==> config.mk <==
export PLATFORM = sky130hd
export DESIGN_NAME = bisection_root_search_flat
export DESIGN_NICKNAME = d
export VERILOG_FILES = /design/src/sv/bsr_pkg.sv /design/src/sv/bsr_in_if.sv /design/src/sv/bsr_out_if.sv /design/src/sv/bisection_root_search.sv /design/src/flat_wrapper.sv
export SDC_FILE = /design/constraint.sdc
export NUM_CORES = 1
export LEC_CHECK = 0
export ABC_AREA = 1
export BUFFER_PORTS_ARGS = -buffer_cell sky130_fd_sc_hd__buf_2
export CAP_MARGIN = 15
export CORE_ASPECT_RATIO = 0.9
export CORE_MARGIN = 2
export CORE_UTILIZATION = 50
export DETAILED_ROUTE_END_ITERATION = 12
export PLACE_DENSITY = 0.8
export SYNTH_ARGS = -nofsm -noshare
export SYNTH_HDL_FRONTEND = slang
export SYNTH_SLANG_ARGS = --single-unit
==> constraint.sdc <==
create_clock -name clk -period 8.1 [get_ports clk]
set_clock_uncertainty 0.15 [all_clocks]
set_input_delay 0.81 -clock clk [delete_from_list [all_inputs] [get_ports clk]]
set_output_delay 0.81 -clock clk [all_outputs]
set_load 0.005 [all_outputs]
==> src/sv/bsr_pkg.sv <==
`timescale 1ns / 1ps
// ----------------------------------------------------------------------------
// bsr_pkg
// Shared types, widths and codes of the bisection root-search block.
// ----------------------------------------------------------------------------
package bsr_pkg;

  // word and counter widths (Q16.16 data, iteration counter)
  localparam int WORD_W  = 32;
  localparam int COUNT_W = 16;
  localparam int RES_W   = WORD_W - 1;
  localparam int CFG_W   = RES_W;

  // opcodes of an input item
  localparam logic OP_START  = 1'b0;
  localparam logic OP_SAMPLE = 1'b1;

  // configuration register indexes
  localparam logic CFG_TOLERANCE  = 1'b0;
  localparam logic CFG_ITER_LIMIT = 1'b1;

  // configuration reset values
  localparam logic [RES_W-1:0]   TOL_RESET   = RES_W'(66);
  localparam logic [COUNT_W-1:0] LIMIT_RESET = COUNT_W'(100);

  // result status codes
  typedef enum logic [2:0] {
    ST_EVAL        = 3'd0,
    ST_CONVERGED   = 3'd1,
    ST_LIMIT       = 3'd2,
    ST_BAD_BRACKET = 3'd3,
    ST_BAD_CONFIG  = 3'd4,
    ST_IGNORED     = 3'd5
  } status_t;

  // input item as held in the input register
  typedef struct packed {
    logic                     opcode;
    logic signed [WORD_W-1:0] left_bound;
    logic signed [WORD_W-1:0] right_bound;
    logic signed [WORD_W-1:0] left_value;
    logic signed [WORD_W-1:0] right_value;
    logic signed [WORD_W-1:0] sample_value;
  } in_item_t;

  // floor((a + b) / 2) without overflow
  function automatic logic [WORD_W-1:0] midpoint(input logic [WORD_W-1:0] a,
                                                 input logic [WORD_W-1:0] b);
    logic [WORD_W:0] sum;
    begin
      sum = {a[WORD_W-1], a} + {b[WORD_W-1], b};
      midpoint = sum[WORD_W:1];
    end
  endfunction

  // |a - b|, one bit wider than a word
  function automatic logic [WORD_W:0] span(input logic [WORD_W-1:0] a,
                                           input logic [WORD_W-1:0] b);
    logic [WORD_W:0] diff;
    begin
      diff = {a[WORD_W-1], a} - {b[WORD_W-1], b};
      span = diff[WORD_W] ? (~diff + 1'b1) : diff;
    end
  endfunction

  // |v| saturated to the residual range
  function automatic logic [RES_W-1:0] abs_sat(input logic [WORD_W-1:0] v);
    logic [WORD_W-1:0] mag;
    begin
      mag     = v[WORD_W-1] ? (~v + 1'b1) : v;
      abs_sat = mag[WORD_W-1] ? {RES_W{1'b1}} : mag[RES_W-1:0];
    end
  endfunction

endpackage

==> src/sv/bsr_in_if.sv <==
`timescale 1ns / 1ps
// ----------------------------------------------------------------------------
// bsr_in_if
// Input channel: start and sample items with valid/ready handshake.
// ----------------------------------------------------------------------------
interface bsr_in_if;
  logic                             valid;
  logic                             ready;
  logic                             opcode;
  logic signed [bsr_pkg::WORD_W-1:0] left_bound;
  logic signed [bsr_pkg::WORD_W-1:0] right_bound;
  logic signed [bsr_pkg::WORD_W-1:0] left_value;
  logic signed [bsr_pkg::WORD_W-1:0] right_value;
  logic signed [bsr_pkg::WORD_W-1:0] sample_value;

  modport source (output valid, opcode, left_bound, right_bound, left_value,
                  right_value, sample_value, input ready);
  modport sink (input valid, opcode, left_bound, right_bound, left_value,
                right_value, sample_value, output ready);
endinterface

==> src/sv/bsr_out_if.sv <==
`timescale 1ns / 1ps
// ----------------------------------------------------------------------------
// bsr_out_if
// Result channel: status, point, residual and iteration count.
// ----------------------------------------------------------------------------
interface bsr_out_if;
  logic                               valid;
  logic                               ready;
  logic [2:0]                         status;
  logic signed [bsr_pkg::WORD_W-1:0]  point;
  logic [bsr_pkg::RES_W-1:0]          residual;
  logic [bsr_pkg::COUNT_W-1:0]        iteration_count;

  modport source (output valid, status, point, residual, iteration_count,
                  input ready);
  modport sink (input valid, status, point, residual, iteration_count,
                output ready);
endinterface

==> src/sv/bisection_root_search.sv <==
`timescale 1ns / 1ps
// ----------------------------------------------------------------------------
// bisection_root_search
// Bisection root-search sequencer in Q16.16: checks a bracket, requests
// midpoint evaluations and halves the bracket on each sample item of a running search that does not converge.
// ----------------------------------------------------------------------------
//  channel   direction  handshake      contents
//  in_ch     in         valid/ready    opcode, bounds, end values, sample
//  out_ch    out        valid/ready    status, point, residual, count
//  cfg_*     in         write enable   tolerance (0), iteration limit (1)
//
//  a result is offered once its item has sat in the input register and one
//  pass of add/shift/compare logic has loaded the result register
//  one item per cycle is sustained while out_ch takes each result; the
//  search state updates as the result register loads, so each item sees
//  the state left by the one before
//  reset (rst_n low, synchronous) empties both registers, idles the search
//  and restores the register defaults; a stalled output holds the input
//  register and then drops in_ch.ready
// ----------------------------------------------------------------------------
module bisection_root_search (
  input  logic                        clk,
  input  logic                        rst_n,
  bsr_in_if.sink                      in_ch,
  bsr_out_if.source                   out_ch,
  input  logic                        cfg_we,
  input  logic                        cfg_index,
  input  logic [bsr_pkg::CFG_W-1:0]   cfg_data
);

  localparam int W = bsr_pkg::WORD_W;
  localparam int C = bsr_pkg::COUNT_W;
  localparam int R = bsr_pkg::RES_W;

  // configuration
  logic [R-1:0]       tol_r;
  logic [C-1:0]       limit_r;

  // input register
  logic               s1_valid_r;
  bsr_pkg::in_item_t  s1_item_r;
  logic               s1_adv;

  // search state
  logic [W-1:0]       lower_r, lower_nxt;
  logic [W-1:0]       upper_r, upper_nxt;
  logic [W-1:0]       lower_val_r, lower_val_nxt;
  logic [W-1:0]       mid_r, mid_nxt;
  logic [C-1:0]       step_r, step_nxt;
  logic               active_r, active_nxt;

  // result register
  logic               out_valid_r;
  bsr_pkg::status_t   status_r, status_nxt;
  logic [W-1:0]       point_r, point_nxt;
  logic [R-1:0]       residual_r, residual_nxt;
  logic [C-1:0]       count_r, count_nxt;

  // sample evaluation terms
  logic [R-1:0]       res;
  logic [W:0]         width;
  logic               move_upper;
  logic [W-1:0]       new_lower, new_upper;

  // handshake
  assign s1_adv      = s1_valid_r && (!out_valid_r || out_ch.ready);
  assign in_ch.ready = !s1_valid_r || s1_adv;

  assign out_ch.valid           = out_valid_r;
  assign out_ch.status          = status_r;
  assign out_ch.point           = point_r;
  assign out_ch.residual        = residual_r;
  assign out_ch.iteration_count = count_r;

  // configuration registers
  always_ff @(posedge clk) begin
    if (!rst_n) begin
      tol_r   <= bsr_pkg::TOL_RESET;
      limit_r <= bsr_pkg::LIMIT_RESET;
    end else if (cfg_we) begin
      case (cfg_index)
        bsr_pkg::CFG_TOLERANCE:  tol_r   <= cfg_data;
        bsr_pkg::CFG_ITER_LIMIT: limit_r <= cfg_data[C-1:0];
        default: ;
      endcase
    end
  end

  // input register
  always_ff @(posedge clk) begin
    if (!rst_n) begin
      s1_valid_r <= 1'b0;
    end else if (in_ch.ready) begin
      s1_valid_r <= in_ch.valid;
    end
  end

  always_ff @(posedge clk) begin
    if (in_ch.ready && in_ch.valid) begin
      s1_item_r.opcode       <= in_ch.opcode;
      s1_item_r.left_bound   <= in_ch.left_bound;
      s1_item_r.right_bound  <= in_ch.right_bound;
      s1_item_r.left_value   <= in_ch.left_value;
      s1_item_r.right_value  <= in_ch.right_value;
      s1_item_r.sample_value <= in_ch.sample_value;
    end
  end

  // sample terms: residual, bracket width, which end moves
  assign res        = bsr_pkg::abs_sat(s1_item_r.sample_value);
  assign width      = bsr_pkg::span(upper_r, lower_r);
  assign move_upper = (s1_item_r.sample_value == '0) || (lower_val_r == '0) ||
                      (s1_item_r.sample_value[W-1] != lower_val_r[W-1]);
  assign new_lower  = move_upper ? lower_r : mid_r;
  assign new_upper  = move_upper ? mid_r : upper_r;

  // next search state and result
  always_comb begin
    lower_nxt     = lower_r;
    upper_nxt     = upper_r;
    lower_val_nxt = lower_val_r;
    mid_nxt       = mid_r;
    step_nxt      = step_r;
    active_nxt    = active_r;
    status_nxt    = bsr_pkg::ST_IGNORED;
    point_nxt     = '0;
    residual_nxt  = '0;
    count_nxt     = '0;
    if (s1_item_r.opcode == bsr_pkg::OP_START) begin
      active_nxt = 1'b0;
      if (tol_r == '0 || limit_r == '0) begin
        status_nxt = bsr_pkg::ST_BAD_CONFIG;
      end else if (s1_item_r.left_value != '0 && s1_item_r.right_value != '0 &&
                   s1_item_r.left_value[W-1] == s1_item_r.right_value[W-1]) begin
        status_nxt = bsr_pkg::ST_BAD_BRACKET;
      end else begin
        lower_nxt     = s1_item_r.left_bound;
        upper_nxt     = s1_item_r.right_bound;
        lower_val_nxt = s1_item_r.left_value;
        step_nxt      = C'(1);
        mid_nxt       = bsr_pkg::midpoint(s1_item_r.left_bound,
                                          s1_item_r.right_bound);
        active_nxt    = 1'b1;
        status_nxt    = bsr_pkg::ST_EVAL;
        point_nxt     = mid_nxt;
        count_nxt     = C'(1);
      end
    end else if (active_r) begin
      residual_nxt = res;
      point_nxt    = mid_r;
      count_nxt    = step_r;
      if (res < tol_r || width < {2'b00, tol_r}) begin
        active_nxt = 1'b0;
        status_nxt = bsr_pkg::ST_CONVERGED;
      end else begin
        lower_nxt = new_lower;
        upper_nxt = new_upper;
        if (!move_upper) begin
          lower_val_nxt = s1_item_r.sample_value;
        end
        if (step_r >= limit_r) begin
          active_nxt = 1'b0;
          status_nxt = bsr_pkg::ST_LIMIT;
        end else begin
          step_nxt   = step_r + 1'b1;
          mid_nxt    = bsr_pkg::midpoint(new_lower, new_upper);
          status_nxt = bsr_pkg::ST_EVAL;
          point_nxt  = mid_nxt;
          count_nxt  = step_nxt;
        end
      end
    end
  end

  // search state registers
  always_ff @(posedge clk) begin
    if (!rst_n) begin
      lower_r     <= '0;
      upper_r     <= '0;
      lower_val_r <= '0;
      mid_r       <= '0;
      step_r      <= '0;
      active_r    <= 1'b0;
    end else if (s1_adv) begin
      lower_r     <= lower_nxt;
      upper_r     <= upper_nxt;
      lower_val_r <= lower_val_nxt;
      mid_r       <= mid_nxt;
      step_r      <= step_nxt;
      active_r    <= active_nxt;
    end
  end

  // result register
  always_ff @(posedge clk) begin
    if (!rst_n) begin
      out_valid_r <= 1'b0;
    end else if (s1_adv) begin
      out_valid_r <= 1'b1;
    end else if (out_ch.ready) begin
      out_valid_r <= 1'b0;
    end
  end

  always_ff @(posedge clk) begin
    if (s1_adv) begin
      status_r   <= status_nxt;
      point_r    <= point_nxt;
      residual_r <= residual_nxt;
      count_r    <= count_nxt;
    end
  end

  // checks
  a_adv_gives_result: assert property (@(posedge clk) disable iff (!rst_n)
    s1_adv |=> out_valid_r)
    else $error("item left the input register without a result");

  a_start_result: assert property (@(posedge clk) disable iff (!rst_n)
    $rose(active_r) |-> out_valid_r && status_r == bsr_pkg::ST_EVAL &&
                        count_r == C'(1))
    else $error("search started without a first evaluation request");

  a_active_step: assert property (@(posedge clk) disable iff (!rst_n)
    active_r |-> step_r != '0)
    else $error("active search with zero step number");

  a_eval_active: assert property (@(posedge clk) disable iff (!rst_n)
    out_valid_r && status_r == bsr_pkg::ST_EVAL |-> active_r &&
                                                   point_r == mid_r)
    else $error("evaluation request while search is idle");

  a_reject_zero: assert property (@(posedge clk) disable iff (!rst_n)
    out_valid_r && (status_r == bsr_pkg::ST_BAD_CONFIG ||
                    status_r == bsr_pkg::ST_BAD_BRACKET) |-> !active_r &&
                    point_r == '0 && count_r == '0)
    else $error("rejected start left search running or fields set");

endmodule

==> src/flat_wrapper.sv <==
// flat-port wrapper written by rule: the top's interface ports become plain ports
module bisection_root_search_flat 
  (clk, rst_n, cfg_we, cfg_index, cfg_data, in_ch_valid, in_ch_opcode, in_ch_left_bound, in_ch_right_bound, in_ch_left_value, in_ch_right_value, in_ch_sample_value, in_ch_ready, out_ch_valid, out_ch_status, out_ch_point, out_ch_residual, out_ch_iteration_count, out_ch_ready);
  bsr_in_if in_ch_i ();
  bsr_out_if out_ch_i ();
  input  logic clk;
  input  logic rst_n;
  input  logic cfg_we;
  input  logic cfg_index;
  input  logic [bsr_pkg::CFG_W-1:0] cfg_data;
  input wire logic [$bits(in_ch_i.valid)-1:0] in_ch_valid;
  input wire logic [$bits(in_ch_i.opcode)-1:0] in_ch_opcode;
  input wire logic [$bits(in_ch_i.left_bound)-1:0] in_ch_left_bound;
  input wire logic [$bits(in_ch_i.right_bound)-1:0] in_ch_right_bound;
  input wire logic [$bits(in_ch_i.left_value)-1:0] in_ch_left_value;
  input wire logic [$bits(in_ch_i.right_value)-1:0] in_ch_right_value;
  input wire logic [$bits(in_ch_i.sample_value)-1:0] in_ch_sample_value;
  output wire logic [$bits(in_ch_i.ready)-1:0] in_ch_ready;
  output wire logic [$bits(out_ch_i.valid)-1:0] out_ch_valid;
  output wire logic [$bits(out_ch_i.status)-1:0] out_ch_status;
  output wire logic [$bits(out_ch_i.point)-1:0] out_ch_point;
  output wire logic [$bits(out_ch_i.residual)-1:0] out_ch_residual;
  output wire logic [$bits(out_ch_i.iteration_count)-1:0] out_ch_iteration_count;
  input wire logic [$bits(out_ch_i.ready)-1:0] out_ch_ready;
  assign in_ch_i.valid = in_ch_valid;
  assign in_ch_i.opcode = in_ch_opcode;
  assign in_ch_i.left_bound = in_ch_left_bound;
  assign in_ch_i.right_bound = in_ch_right_bound;
  assign in_ch_i.left_value = in_ch_left_value;
  assign in_ch_i.right_value = in_ch_right_value;
  assign in_ch_i.sample_value = in_ch_sample_value;
  assign in_ch_ready = in_ch_i.ready;
  assign out_ch_valid = out_ch_i.valid;
  assign out_ch_status = out_ch_i.status;
  assign out_ch_point = out_ch_i.point;
  assign out_ch_residual = out_ch_i.residual;
  assign out_ch_iteration_count = out_ch_i.iteration_count;
  assign out_ch_i.ready = out_ch_ready;
  bisection_root_search u_core (.clk(clk), .rst_n(rst_n), .in_ch(in_ch_i), .out_ch(out_ch_i), .cfg_we(cfg_we), .cfg_index(cfg_index), .cfg_data(cfg_data));
endmodule
==> Word-level counts from Yosys, hierarchy flattened <==
Cells that the tools add are included.
{ "totals": {"mem_bits_ro": 0, "latch_bits": 0, "ramBits": 0, "mem_count": 0, "ff_bits": 437, "elab_cells": 119, "output_inout_bits": 84} }
{ "op_classes": {"mul": 0, "div_mod_pow": 0, "shift": 0, "reduce_logical": 25, "mux": 55, "n_addsub": 6, "n_eq_ne": 7, "bitwise": 3, "order_cmp": 3} }
{ "op_table": {"columns": ["op", "count"], "rows": [
  ["$mux 32", 29],
  ["$mux 16", 9],
  ["$add 32x32->33", 2],
  ["$logic_not 32->1", 2],
  ["$reduce_bool 32->1", 2],
  ["$add 33x1->33 const B", 1],
  ["$lt 33x31->1", 1],
  ["$mux 33", 1],
  ["$not 33->33", 1],
  ["$sub 32x32->33", 1],
  ["$add 32x1->32 const B", 1],
  ["$not 32->32", 1],
  ["$logic_not 31->1", 1],
  ["$lt 31x31->1", 1],
  ["$mux 31", 1],
  ["$add 16x1->16 const B", 1],
  ["$ge 16x16->1", 1],
  ["$logic_not 16->1", 1],
  ["$mux 3", 4],
  ["$mux 1", 9],
  ["$logic_or 1x1->1", 6],
  ["$ne 2x2->1 const B", 3],
  ["$reduce_and 2->1", 3],
  ["$reduce_and 6->1", 1],
  ["10 further kinds", 16]
]} }

==> Logic depth before layout (Yosys ltp) <==
{ "logic_depth": {"ltp_word": 9, "mapped_depth": 43, "ltp_nobuf": 41} }

==> Least setup slack after synthesis <==
OpenSTA, ideal clock, no wires.
{ "synth_path": {"kind": "input port to flip-flop", "from": "input out_ch_ready", "to": "register u_core.mid_r[14]", "path_buffers": 1, "path_stages": 9, "required_time_ps": 7880, "arrival_ps": 6655, "slack_ps": 1224, "path_cell_list": "inv_1 > a21oi_1 > nand2_1 > clkinv_1 > clkbuf_1 > nand2_1 > o21ai_0 > inv_1 > a21oi_1"} }
{ "synth_between": {"elab_chain_len": 3} }
{ "synth_lines": {"columns": ["element", "line", "source"], "rows": [
  ["from (decl)", "flat_wrapper.sv:24", "input wire logic [$bits(out_ch_i.ready)-1:0] out_ch_ready;"],
  ["$logic_or 1x1->1", "bisection_root_search.sv:66", "assign s1_adv = s1_valid_r && (!out_valid_r || out_ch.ready);"],
  ["$logic_and 1x1->1", "bisection_root_search.sv:66", null],
  ["net u_core.s1_adv", "bisection_root_search.sv:42", "logic s1_adv;"],
  ["$reduce_and 4->1 (no source line)", null, null],
  ["to (signal assigned)", "bisection_root_search.sv:188", "mid_r <= mid_nxt;"],
  ["to (decl)", "bisection_root_search.sv:48", "logic [W-1:0] mid_r, mid_nxt;"]
]} }
The timed path passes the listed nets, and every way through them passes these cells.
A chain may end at the register's enable or synchronous reset.

==> Worst setup path after layout <==
{ "layout_path": {"from": "register u_core.upper_r[0]", "to": "register u_core.lower_val_r[14]"} }
{ "layout_between": {"elab_chain_len": 8} }
{ "layout_lines": {"columns": ["element", "line", "source"], "rows": [
  ["from (decl)", "bisection_root_search.sv:46", "logic [W-1:0] upper_r, upper_nxt;"],
  ["from (signal assigned)", "bisection_root_search.sv:186", "upper_r <= upper_nxt;"],
  ["$sub 32x32->33 *", "bsr_pkg.sv:61", "diff = {a[WORD_W-1], a} - {b[WORD_W-1], b};"],
  ["$not 33->33", "bsr_pkg.sv:62", "span = diff[WORD_W] ? (~diff + 1'b1) : diff;"],
  ["$add 33x1->33", "bsr_pkg.sv:62", null],
  ["$mux 33 *", "bsr_pkg.sv:62", null],
  ["$lt 33x31->1 *", "bisection_root_search.sv:152", "if (res < tol_r || width < {2'b00, tol_r}) begin"],
  ["$logic_or 1x1->1 *", "bisection_root_search.sv:152", null],
  ["$ne 2x2->1 (no source line) *", null, null],
  ["$reduce_and 6->1 (no source line) *", null, null],
  ["to (signal assigned)", "bisection_root_search.sv:187", "lower_val_r <= lower_val_nxt;"],
  ["to (decl)", "bisection_root_search.sv:47", "logic [W-1:0] lower_val_r, lower_val_nxt;"]
]} }
Every way passes the cells marked *; elsewhere a longest branch is shown, timed or not.

==> flow_metrics.tcl <==
set metrics [dict create \
    critPathLaunch "u_core.upper_r[0]$_SDFFE_PN0P_" \
    dieWidth_um 255 \
    viasPerCell 5.46 \
    drc 0 \
    cts_resized 0 \
    slew_viol_final 0 \
    cp-start-kind "flip-flop" \
    syn_nets 4300 \
    area_growth_pct 12.3 \
    cts_setup_buffers 0 \
    die_h_um 230 \
    root_buffer "clkbuf_16" \
    critPathMaxFanout 33 \
    peakVddDrop_mv 0.170 \
    gr-total-overflow 0 \
    placed_cells 4847 \
    hold_viol_final 0 \
    slowest_delay_ns 0.79 \
    rsz0062_at_grt "no" \
    drt_iter0_drc 2583 \
    fin_nets 4515 \
    status "finished, final reports clean" \
    design_area_mm2 0.0318 \
    hold_path_startpoint "in_ch_left_bound[31]" \
    tritoncts "done" \
    syn_inst 3926 \
    io_buffers 281 \
    clkTransAtPathRegs_ns 0.06 \
    cts_hold_buf 0 \
    final.setup.tns_ns 0 \
    cp_slowest_cell "inv_1" \
    fillCellCount 5175 \
    max_slew_margin_pct 24.1 \
    synth_cell_type_count 50 \
    synth_edf_count 243 \
    hold_path.class "in -> reg" \
    layout_common_cells "1158 x nand2_1, 474 x inv_1, 410 x nor2_1" \
    cts_buffer_depth 3 \
    core-area_mm2 0.0558 \
    layout.cells.non_filler 4935 \
    total_leakage_power_nw 14.7 \
    p_per_area_mw_per_mm2 231 \
    end_kind "flip-flop" \
    dr.pass1.iters 6 \
    clock_latency_ns 0.60 \
    syn_area_mm2 0.0283 \
    cts_buffers 48 \
    rows 82 \
    final_common_cell "nand2_1" \
    ys_seq_area_share_pct 39.5 \
    antenna_found_initial 0 \
    routabilityCongestion 1.01 \
    antenna_left 0 \
    placed_area_mm2 0.0303 \
    initial_core_util_pct 50.8 \
    finalWirelength_um 85400 \
    wl_per_cell_um 17.3 \
    worstMarginPinSlew_ns 1.13 \
    critical_path_class "reg -> reg" \
    maxCapViolCount 0 \
    synth-main-ff-cell "edfxtp_1" \
    avgSynthCellArea_um2 7.22 \
    diodes 0 \
    post-dp-hpwl_um 64800 \
    regToRegStartpoint "u_core.upper_r[0]$_SDFFE_PN0P_" \
    crit_top_cell "nand2_1" \
    numClockSinks 437 \
    crit_required_ns 8.46 \
    setup_viol 0 \
    ys.warnings.count 0 \
    fin_crit_sh_pct 87.8 \
    fmax_mhz 141 \
    grt.total_usage_pct 28.3 \
    ios 282 \
    vias 26961 \
    fin_crit_ns 7.11 \
    grt_max_degree 88 \
    seq_area_mm2 0.0112 \
    htree_levels 2 \
    ys_ff_latch 437 \
    grt_pass1_wl_um 130000 \
    arrival_ns 7.47 \
    first_global_vias 24608 \
    multiInputGateArea_mm2 0.0147 \
    async_reset_ff_share_pct 0 \
    drive_gt1_share_pct 10.2 \
    fp.dieArea_mm2 0.0586 \
]
cell type report:
class	instances	share of cell area [%]
inverters	485	5.74
flip-flops and latches	437	35.1
repair buffers	306	5.02
multi-input cells	2863	46.3
clock inverters	21	0.472
well taps	756	2.97
clock buffers	67	4.36
cells in the mapped netlist, types with 3 or more instances:
master       n  area (um2)
a31oi_1     21         131
o21ai_0    298        1490
buf_4       12        90.1
a21oi_1    253        1270
buf_1       20        75.1
nand3_1    142         711
nand2_2     11        68.8
inv_2        5        18.8
o21ai_1     14        70.1
o211ai_1     9        67.6
buf_6        7        78.8
ha_1       173        2160
xor2_1      73         639
dfxtp_1    194        3880
inv_1      476        1790
edfxtp_1   243        7300
a21boi_0     5        37.5
clkinv_1     4        15.0
a22o_1       3        26.3
o221ai_1     3        26.3
clkbuf_1    93         349
a211oi_1     5        37.5
buf_2        9        45.0
o21bai_1     8        60.1
nand3_2      3        30.0
fa_1         3        60.1
nand4_1     35         219
o22ai_1     12        75.1
nor3_1      25         125
o21a_1       7        52.6
nor2_1     413        1550
nand2_1   1160        4350
nand3b_1    72         541
nor2_4       3        33.8
a21o_1       8        60.1
xnor2_1     45         394
nor4_1      30         188
nor2_2       9        56.3
and2_1       6        37.5
through the flow:
step	utilization, %	total power [mW]	setup WS (ns)	hold WS, ns
after global routing	57.0	7.77	0.432	0.222
after detailed placement	54.3	5.14	1.33	0.323
after floorplan	-	4.46	1.22	0.297
final	57.0	7.34	0.986	0.228
after global placement	54.3	5.10	1.35	0.315
after CTS	57.0	7.31	1.25	0.208
final timing paths:
kind | slack, ns | endpoint | cells after the start
worst min register to register | 0.33 | u_core.lower_r[23]$_SDFFE_PN0P_ | 2
worst min-delay path | 0.23 | u_core.s1_item_r[159]$_DFFE_PP_ | 1
worst max register to register | 0.99 | u_core.lower_val_r[14]$_SDFFE_PN0P_ | 35
worst max-delay path | 0.99 | u_core.lower_val_r[14]$_SDFFE_PN0P_ | 35
critical path: cells and delay by family, from the launching register on:
family | cells | cell delay [ns]
AO/OA/AOI/OAI | 3 | 0.69
flip-flops | 1 | 0.37
AND/OR/NAND/NOR | 23 | 3.27
buffers and inverters | 5 | 1.24
adder cells (fa/ha/maj) | 3 | 1.15
XOR/XNOR | 1 | 0.13
routing by layer:
| layer | share of wire, % | GRT usage, % |
|---|---|---|
| met5 | 0 | 0 |
| met4 | 3.0 | 9.14 |
| met3 | 8.2 | 4.13 |
| met2 | 46 | 45.1 |
| met1 | 43 | 39.4 |
where the power goes:
part	switching, mW	internal [mW]
clock network	0.936	1.23
logic	1.79	0.827
registers	0.0737	2.48
registers in the layout (all words and copies together), names as in the netlist:
signal	count
u_core.out_ch.valid	1
u_core.active_r	1
u_core.lower_r	32
u_core.mid_r	32
u_core.step_r	16
u_core.s1_valid_r	1
u_core.out_ch.iteration_count	16
u_core.s1_item_r	161
u_core.out_ch.point	32
u_core.upper_r	32
u_core.lower_val_r	32
u_core.out_ch.residual	31
u_core.out_ch.status	3
u_core.tol_r	31
u_core.limit_r	16
kinds of logic after synthesis:
logic type	count (synthesis)	share of synthesized area, %
AND/OR/NAND/NOR	1913	28.0
buffers and inverters	626	8.68
adder cells (fa/ha/maj)	176	7.85
XOR/XNOR	118	3.65
AO/OA/AOI/OAI	656	12.3
flip-flops	437	39.5
(Power assumes the default switching activity.)
